$ cat src/rtl/dmx_channel_capture_core_macros.svh
// Assertion macros for the DMX channel capture block.
// Each macro expects clk_i and rst_ni in the scope where it is used.
`ifndef DMX_CHANNEL_CAPTURE_CORE_MACROS_SVH
`define DMX_CHANNEL_CAPTURE_CORE_MACROS_SVH

// Same-cycle implication, checked out of reset.
`define DMXCC_ASSERT_NOW(lbl, ante, cons, msg) \
  lbl: assert property (@(posedge clk_i) disable iff (!rst_ni) (ante) |-> (cons)) \
    else $error(msg);

// Next-cycle implication, checked out of reset.
`define DMXCC_ASSERT_NEXT(lbl, ante, cons, msg) \
  lbl: assert property (@(posedge clk_i) disable iff (!rst_ni) (ante) |=> (cons)) \
    else $error(msg);

`endif

$ cat src/rtl/dmxcc_pkg.sv
`default_nettype none

package dmxcc_pkg;

  // Number of captured slots per frame
  localparam int unsigned NumChannels = 8;
  // Number of channel fields on the result transaction
  localparam int unsigned OutFields   = 8;
  // Index width into the capture store
  localparam int unsigned IdxW        = (NumChannels > 1) ? $clog2(NumChannels) : 1;

  localparam int unsigned ByteW = 8;
  localparam int unsigned CntW  = 10;

  localparam logic [CntW-1:0] StartAddrReset = CntW'(1);
  localparam logic [ByteW-1:0] StartCodeDmx  = '0;

  typedef logic [ByteW-1:0] byte_t;
  typedef logic [CntW-1:0]  cnt_t;

  // Input transaction payload
  typedef struct packed {
    byte_t rx_byte;
    logic  framing_error;
  } rx_item_t;

endpackage

`default_nettype wire

$ cat src/rtl/dmxcc_ifs.sv
`default_nettype none

// Received byte channel
interface dmxcc_rx_if;
  logic                valid;
  logic                ready;
  dmxcc_pkg::byte_t    rx_byte;
  logic                framing_error;

  modport source (output valid, output rx_byte, output framing_error, input ready);
  modport sink   (input valid, input rx_byte, input framing_error, output ready);
endinterface

// Captured channel result channel
interface dmxcc_chan_if;
  logic             valid;
  logic             ready;
  dmxcc_pkg::byte_t chan0;
  dmxcc_pkg::byte_t chan1;
  dmxcc_pkg::byte_t chan2;
  dmxcc_pkg::byte_t chan3;
  dmxcc_pkg::byte_t chan4;
  dmxcc_pkg::byte_t chan5;
  dmxcc_pkg::byte_t chan6;
  dmxcc_pkg::byte_t chan7;

  modport source (output valid, output chan0, output chan1, output chan2, output chan3,
                  output chan4, output chan5, output chan6, output chan7, input ready);
  modport sink   (input valid, input chan0, input chan1, input chan2, input chan3,
                  input chan4, input chan5, input chan6, input chan7, output ready);
endinterface

`default_nettype wire

$ cat src/rtl/dmx_channel_capture_core.sv
`default_nettype none

// Channel  | Direction | Contents
// rx_i     | in        | rx_byte[7:0], framing_error
// chan_o   | out       | chan0..chan7[7:0], reported channel set
// cfg      | in        | start_address_we_i, start_address_i[9:0]
//
// One byte transaction per cycle unless the pipe is stalled; the last byte of a
// changed frame passes the input register, then the result register holds its set.
// The phase/slot update and the eight-byte compare sit between those registers.
// Reset clears phase, slot counter and both channel stores; start address is 1.
// A stalled result holds the pipe only once the input register is also full.

module dmx_channel_capture_core (
  input  wire                   clk_i,
  input  wire                   rst_ni,
  input  wire                   start_address_we_i,
  input  wire dmxcc_pkg::cnt_t  start_address_i,
  dmxcc_rx_if.sink              rx_i,
  dmxcc_chan_if.source          chan_o
);

  typedef enum logic [1:0] {
    PhIdle,
    PhBreak,
    PhSeek,
    PhCapture
  } phase_e;

  localparam int unsigned N = dmxcc_pkg::NumChannels;

  phase_e              phase_q, phase_d;
  dmxcc_pkg::cnt_t     slot_q, slot_d;
  dmxcc_pkg::cnt_t     start_addr_q;
  dmxcc_pkg::byte_t    capt_q [N];
  dmxcc_pkg::byte_t    capt_d [N];
  dmxcc_pkg::byte_t    rep_q  [N];
  dmxcc_pkg::byte_t    rep_d  [N];
  dmxcc_pkg::rx_item_t in_q;
  logic                in_valid_q;
  logic                out_valid_q;
  dmxcc_pkg::byte_t    chan_q [dmxcc_pkg::OutFields];
  dmxcc_pkg::byte_t    chan_d [dmxcc_pkg::OutFields];

  logic            advance;
  logic            work;
  logic            done;
  logic            changed;
  logic            emit;
  dmxcc_pkg::cnt_t cnt_dec;
  dmxcc_pkg::cnt_t cnt_inc;

  // Advance the pipe when the result register is free or being drained
  assign advance  = !out_valid_q || chan_o.ready;
  assign work     = advance && in_valid_q;
  assign rx_i.ready = !in_valid_q || advance;

  assign cnt_dec = slot_q - dmxcc_pkg::CntW'(1);
  assign cnt_inc = slot_q + dmxcc_pkg::CntW'(1);

  // Phase and slot update, capture write, frame compare
  always_comb begin
    phase_d = phase_q;
    slot_d  = slot_q;
    done    = 1'b0;
    for (int i = 0; i < N; i++) begin
      capt_d[i] = capt_q[i];
    end
    if (in_q.framing_error) begin
      slot_d  = start_addr_q;
      phase_d = PhBreak;
    end else begin
      case (phase_q)
        PhBreak: begin
          phase_d = (in_q.rx_byte == dmxcc_pkg::StartCodeDmx) ? PhSeek : PhIdle;
        end
        PhSeek: begin
          slot_d = cnt_dec;
          if (cnt_dec == '0) begin
            capt_d[0] = in_q.rx_byte;
            slot_d    = dmxcc_pkg::CntW'(1);
            if (N <= 1) begin
              done    = 1'b1;
              phase_d = PhIdle;
            end else begin
              phase_d = PhCapture;
            end
          end
        end
        PhCapture: begin
          if (slot_q < dmxcc_pkg::CntW'(N)) begin
            capt_d[slot_q[dmxcc_pkg::IdxW-1:0]] = in_q.rx_byte;
          end
          slot_d = cnt_inc;
          if (cnt_inc >= dmxcc_pkg::CntW'(N)) begin
            done    = 1'b1;
            phase_d = PhIdle;
          end
        end
        default: begin
          phase_d = phase_q;
        end
      endcase
    end

    changed = 1'b0;
    for (int i = 0; i < N; i++) begin
      if (capt_d[i] != rep_q[i]) begin
        changed = 1'b1;
      end
    end
    emit = done && changed;

    for (int i = 0; i < N; i++) begin
      rep_d[i] = emit ? capt_d[i] : rep_q[i];
    end
    for (int i = 0; i < dmxcc_pkg::OutFields; i++) begin
      chan_d[i] = (i < N) ? capt_d[(i < N) ? i : 0] : '0;
    end
  end

  // Hold state, input register and result register
  always_ff @(posedge clk_i or negedge rst_ni) begin
    if (!rst_ni) begin
      phase_q      <= PhIdle;
      slot_q       <= '0;
      start_addr_q <= dmxcc_pkg::StartAddrReset;
      in_valid_q   <= 1'b0;
      out_valid_q  <= 1'b0;
      for (int i = 0; i < N; i++) begin
        capt_q[i] <= '0;
        rep_q[i]  <= '0;
      end
    end else begin
      if (start_address_we_i) begin
        start_addr_q <= start_address_i;
      end
      if (rx_i.ready) begin
        in_valid_q <= rx_i.valid;
      end
      if (work) begin
        phase_q <= phase_d;
        slot_q  <= slot_d;
        for (int i = 0; i < N; i++) begin
          capt_q[i] <= capt_d[i];
          rep_q[i]  <= rep_d[i];
        end
      end
      if (advance) begin
        out_valid_q <= work && emit;
      end
    end
  end

  // Payload registers, no reset
  always_ff @(posedge clk_i) begin
    if (rx_i.ready && rx_i.valid) begin
      in_q.rx_byte       <= rx_i.rx_byte;
      in_q.framing_error <= rx_i.framing_error;
    end
    if (work && emit) begin
      for (int i = 0; i < dmxcc_pkg::OutFields; i++) begin
        chan_q[i] <= chan_d[i];
      end
    end
  end

  assign chan_o.valid = out_valid_q;
  assign chan_o.chan0 = chan_q[0];
  assign chan_o.chan1 = chan_q[1];
  assign chan_o.chan2 = chan_q[2];
  assign chan_o.chan3 = chan_q[3];
  assign chan_o.chan4 = chan_q[4];
  assign chan_o.chan5 = chan_q[5];
  assign chan_o.chan6 = chan_q[6];
  assign chan_o.chan7 = chan_q[7];

`include "dmx_channel_capture_core_macros.svh"

  // A processed break always lands in the break phase
  `DMXCC_ASSERT_NEXT(a_break_restarts, work && in_q.framing_error, phase_q == PhBreak, "break did not restart")

  // An emitted set's first channel matches the reported store
  `DMXCC_ASSERT_NEXT(a_emit_matches_store, work && emit, out_valid_q && (chan_q[0] == rep_q[0]), "result differs from reported store")

  // Capture index stays inside the store
  `DMXCC_ASSERT_NOW(a_capture_index, phase_q == PhCapture, (slot_q != '0) && (slot_q < dmxcc_pkg::CntW'(N)), "capture index out of range")

  // An empty input register always takes a transaction
  `DMXCC_ASSERT_NOW(a_empty_ready, !in_valid_q, rx_i.ready, "input register empty but not ready")

endmodule

`default_nettype wire
$ cat src/flat_wrapper.sv
// flat-port wrapper written by rule: the top's interface ports become plain ports
module dmx_channel_capture_core_flat 
  (clk_i, rst_ni, start_address_we_i, start_address_i, rx_i_valid, rx_i_rx_byte, rx_i_framing_error, rx_i_ready, chan_o_valid, chan_o_chan0, chan_o_chan1, chan_o_chan2, chan_o_chan3, chan_o_chan4, chan_o_chan5, chan_o_chan6, chan_o_chan7, chan_o_ready);
  dmxcc_rx_if rx_i_i ();
  dmxcc_chan_if chan_o_i ();
  input  wire clk_i;
  input  wire rst_ni;
  input  wire start_address_we_i;
  input  wire dmxcc_pkg::cnt_t start_address_i;
  input wire logic [$bits(rx_i_i.valid)-1:0] rx_i_valid;
  input wire logic [$bits(rx_i_i.rx_byte)-1:0] rx_i_rx_byte;
  input wire logic [$bits(rx_i_i.framing_error)-1:0] rx_i_framing_error;
  output wire logic [$bits(rx_i_i.ready)-1:0] rx_i_ready;
  output wire logic [$bits(chan_o_i.valid)-1:0] chan_o_valid;
  output wire logic [$bits(chan_o_i.chan0)-1:0] chan_o_chan0;
  output wire logic [$bits(chan_o_i.chan1)-1:0] chan_o_chan1;
  output wire logic [$bits(chan_o_i.chan2)-1:0] chan_o_chan2;
  output wire logic [$bits(chan_o_i.chan3)-1:0] chan_o_chan3;
  output wire logic [$bits(chan_o_i.chan4)-1:0] chan_o_chan4;
  output wire logic [$bits(chan_o_i.chan5)-1:0] chan_o_chan5;
  output wire logic [$bits(chan_o_i.chan6)-1:0] chan_o_chan6;
  output wire logic [$bits(chan_o_i.chan7)-1:0] chan_o_chan7;
  input wire logic [$bits(chan_o_i.ready)-1:0] chan_o_ready;
  assign rx_i_i.valid = rx_i_valid;
  assign rx_i_i.rx_byte = rx_i_rx_byte;
  assign rx_i_i.framing_error = rx_i_framing_error;
  assign rx_i_ready = rx_i_i.ready;
  assign chan_o_valid = chan_o_i.valid;
  assign chan_o_chan0 = chan_o_i.chan0;
  assign chan_o_chan1 = chan_o_i.chan1;
  assign chan_o_chan2 = chan_o_i.chan2;
  assign chan_o_chan3 = chan_o_i.chan3;
  assign chan_o_chan4 = chan_o_i.chan4;
  assign chan_o_chan5 = chan_o_i.chan5;
  assign chan_o_chan6 = chan_o_i.chan6;
  assign chan_o_chan7 = chan_o_i.chan7;
  assign chan_o_i.ready = chan_o_ready;
  dmx_channel_capture_core u_core (.clk_i(clk_i), .rst_ni(rst_ni), .start_address_we_i(start_address_we_i), .start_address_i(start_address_i), .rx_i(rx_i_i), .chan_o(chan_o_i));
endmodule
$ cat config.mk
export PLATFORM = sky130hd
export DESIGN_NAME = dmx_channel_capture_core_flat
export DESIGN_NICKNAME = d
export VERILOG_FILES = /design/src/rtl/dmxcc_pkg.sv /design/src/rtl/dmxcc_ifs.sv /design/src/rtl/dmx_channel_capture_core.sv /design/src/flat_wrapper.sv
export VERILOG_INCLUDE_DIRS = /design/src /design/src/rtl
export SDC_FILE = /design/constraint.sdc
export NUM_CORES = 1
export LEC_CHECK = 0
export BUFFER_PORTS_ARGS = -buffer_cell sky130_fd_sc_hd__buf_2
export CORE_UTILIZATION = 55
export DETAILED_ROUTE_END_ITERATION = 16
export PLACE_DENSITY = 0.74
export SYNTH_ARGS = -nofsm -noshare
export SYNTH_HDL_FRONTEND = slang
export SYNTH_SLANG_ARGS = --single-unit
export TNS_END_PERCENT = 50
$ cat constraint.sdc
create_clock -name clk_i -period 6.65 [get_ports clk_i]
set_input_delay 0 -clock clk_i [delete_from_list [all_inputs] [get_ports clk_i]]
set_output_delay 0 -clock clk_i [all_outputs]
set_load 0.05 [all_outputs]
==> impl_metrics.py <==
metrics = {
    "outcome": {
        "status": "completed",
    },
    "logic_synthesis": {
        "synth-edff-count": 73,
        "synth_seq_cells": 225,
        "synthCells": 964,
        "yosysMostFrequentCell": "dfrtp_1",
        "ys_seq_area_share_pct": 54.95,
        "synth_top_cell_by_area": "dfrtp_1",
        "ys_types": 72,
        "syn-cell-area_sq_um": 10910,
        "yosys_warnings": 0,
        "synthTopCellsByArea": "dfrtp_1, edfxtp_1, mux2_1, mux2_2, mux2i_1",
        "yosysTopAreaCellShare_pct": 34.62,
        "synthFlopType": "dfrtp_1",
        "synth_common_cells": "dfrtp_1, o21ai_0, nand2_1",
        "syn_nets": 991,
        "synth_area_per_cell_sq_um": 11.32,
        "ys_async_sr_fraction_pct": 67.56,
    },
    "routing": {
        "m1WireLength_um": 11110,
        "viasPerCell": 5.722,
        "drt_wl_total_um": 25150,
        "wl_met2_um": 11650,
        "top_layer": "met4",
        "wl_per_cell_um": 18.63,
        "drt_first_pass_iters": 5,
        "drtIter0Drc": 750,
        "final_antenna_net_count": 0,
        "dr_wl_met3_um": 1687,
        "drc": 0,
        "via_count": 7725,
    },
    "hold_path": {
        "min_path_type": "in2async",
    },
    "clock_tree": {
        "cts_hold_buf": 33,
        "ctsResizeCount": 0,
        "postCtsSetupBuffers": 0,
        "htreeDepth": 1,
        "cts_buffers": 24,
        "cts_max_path_buffers": 3,
        "clock_latency_ps": 530,
        "cts_sinks": 225,
        "cts_root_buffer": "clkbuf_16",
        "cts_tree": "built",
        "clk_pin_slew_ps": 60,
    },
    "setup_path": {
        "critPathMaxFanout": 29,
        "end_kind": "register",
        "path_cells": "inv_1 > ha_1 > nor3b_1 > a21boi_0 > nor4b_1 > buf_4 > nand3b_1 > a21oi_1 > mux2i_1 > xnor2_1 > nor4_1 > a21boi_4 > buf_4 > mux2_1",
        "criticalPathCategory": "reg2reg",
        "required_ps": 7050,
        "critPathMostFrequentCell": "buf_4",
        "slowest_stage": "a21boi_4",
        "cpPeakStageDelay_ps": 750,
        "arrival_ps": 5820,
        "crit_path_start_kind": "register",
    },
    "final_layout": {
        "area_growth_pct": 15.83,
        "drive_gt1_share_pct": 18.36,
        "nets": 1093,
        "multiInputGateArea_sq_um": 4383,
        "final_area_sq_um": 12640,
        "fill_cells": 1493,
        "final-seq-area_sq_um": 5997,
    },
    "timing": {
        "fin_hold_ws_ps": 117.9,
        "hold_viol_final": 0,
        "max_freq_mhz": 184.6,
        "finalCritPeriodShare_pct": 81.48,
        "relSlewSlack_pct": 26.71,
        "setup_violations": 0,
        "min_period_ps": 5418,
        "fin_tns_setup_ps": 0,
        "finClkSkew_ps": 16.77,
        "tightest_slew_ps": 1091,
        "rsz0062_at_grt": "no",
        "final_max_slew_viol_count": 0,
    },
    "floorplanning": {
        "die_height_um": 142.9,
        "die_w_um": 142.9,
        "ios": 90,
        "rows": 51,
        "dieArea_sq_um": 20410,
        "fp.coreArea_sq_um": 19460,
        "initial_utilization_pct": 56.08,
    },
    "grt": {
        "grt_pass1_wl_um": 40760,
        "grt_pass1_vias": 7716,
        "grt_max_degree": 87,
        "overflow": 0,
        "grt_antenna_before_repair": 1,
        "grtUsageTotal_pct": 25.90,
    },
    "placed_design": {
        "routabilityCongestion": 0.8874,
        "port-buffer-count": 89,
        "dpl_cell_area_sq_um": 11560,
        "hpwl_um": 16540,
    },
    "power_and_ir_drop": {
        "powerDensity_nw_per_um2": 241.8,
        "vdd_drop_max_mv": 0.1665,
        "power_leakage_nw": 6.180,
    },
    "run": {
        "drv_cap": 0,
    },
}
## final timing paths
path	start	to	slack, ps	cells after the start
max	u_core.slot_q[0]	u_core.rep_q[24]	1230	14
min	rst_ni	u_core.rep_q[17]	120	2
max reg2reg	u_core.slot_q[0]	u_core.rep_q[24]	1230	14
min reg2reg	u_core.capt_q[33]	u_core.capt_q[33]	480	2
max in group asynchronous	rst_ni	u_core.rep_q[48]	5170	3
min in group clk_i	rx_i_rx_byte[7]	u_core.in_q[8]	180	2
## cell type report
cell class / count / share of cell area, %
Sequential cell: 225 / 47.44
Multi-Input combinational cell: 605 / 34.67
Timing Repair Buffer: 136 / 7.116
Clock buffer: 30 / 5.087
Tap cell: 265 / 2.623
Inverter: 74 / 2.197
Clock inverter: 14 / 0.8511
Antenna cell: 1 / 0.01979
## metrics by stage
stage | total power [W] | setup WS (ps) | instances | util (%)
after detailed placement | 0.001790 | 1315 | 1272 | 59.39
final | 0.003057 | 1232 | 1350 | 64.96
after global placement | 0.001785 | 1491 | 1272 | 59.39
after CTS | 0.003077 | 1260 | 1349 | 64.94
after global routing | 0.003163 | 821.6 | 1349 | 64.94
after floorplan | 0.001710 | 1963 | 964 | -
## routing by layer
| metal | GRT usage (%) | up-vias |
|---|---|---|
| li1 | - | 3641 |
| met1 | 36.13 | 3749 |
| met2 | 40.82 | 275 |
| met3 | 4.359 | 60 |
| met4 | 9.564 | 0 |
| met5 | 0 | - |
## cells by family (layout without fill, tap and decap cells)
group | after synthesis | in the layout | synth area share (%)
compound gates | 177 | 177 | 9.985
xor+xnor | 51 | 51 | 4.093
fa+ha+maj | 3 | 3 | 0.3440
buf+inv | 134 | 254 | 5.067
flops | 225 | 225 | 54.95
mux | 141 | 141 | 14.10
other cells | 0 | 1 | 0
simple gates | 233 | 233 | 11.46
## worst max-delay path, delay by kind of cell (launching register included)
kind	cells	cell delay (ps)
DFF	1	550
muxes	2	830
buffers and inverters	3	890
xor gates and xnor gates	1	170
AOI/OAI and AO/OA	3	1560
adders and majority gates	1	290
and+or+nand+nor	4	980
## cell usage in the layout (no fill, tap or decap), types with 4 or more instances in the layout
cell type	instances
nand3b_1	7
mux2i_1	45
xor2_1	10
edfxtp_1	73
inv_1	73
nor2_1	42
clkinv_1	5
a221oi_1	5
nor4b_1	5
a31oi_1	7
xnor2_1	41
nand3_1	16
o2111ai_1	5
nor3_1	10
clkbuf_1	4
a21oi_1	31
mux2_2	44
or4_1	5
nor4_1	9
a211oi_1	4
nand2_1	78
nand2b_1	7
buf_4	13
clkbuf_16	24
nor2b_1	12
buf_2	88
a22oi_1	7
mux2_1	50
nor3b_1	4
o21ai_0	79
o22ai_1	8
dfrtp_1	151
a222oi_1	5
dlygate4sd3_1	33
nand4_1	10
clkinv_2	5
## sequential cells by signal (all words and copies together) (netlist names)
signal,flops
u_core.capt_q,64
u_core.chan_o.valid,1
u_core.chan_q,64
u_core.in_q,9
u_core.in_valid_q,1
u_core.phase_q,2
u_core.rep_q,64
u_core.slot_q,10
u_core.start_addr_q,10
## where the power goes
group | leakage, nW | internal [W] | switching, W
Clock | 0.372 | 0.000726 | 0.000541
Combinational | 2.95 | 0.000102 | 0.000135
Sequential | 2.86 | 0.00146 | 0.0000965
Total | 6.18 | 0.00228 | 0.000773
(Power assumes the default switching activity.)
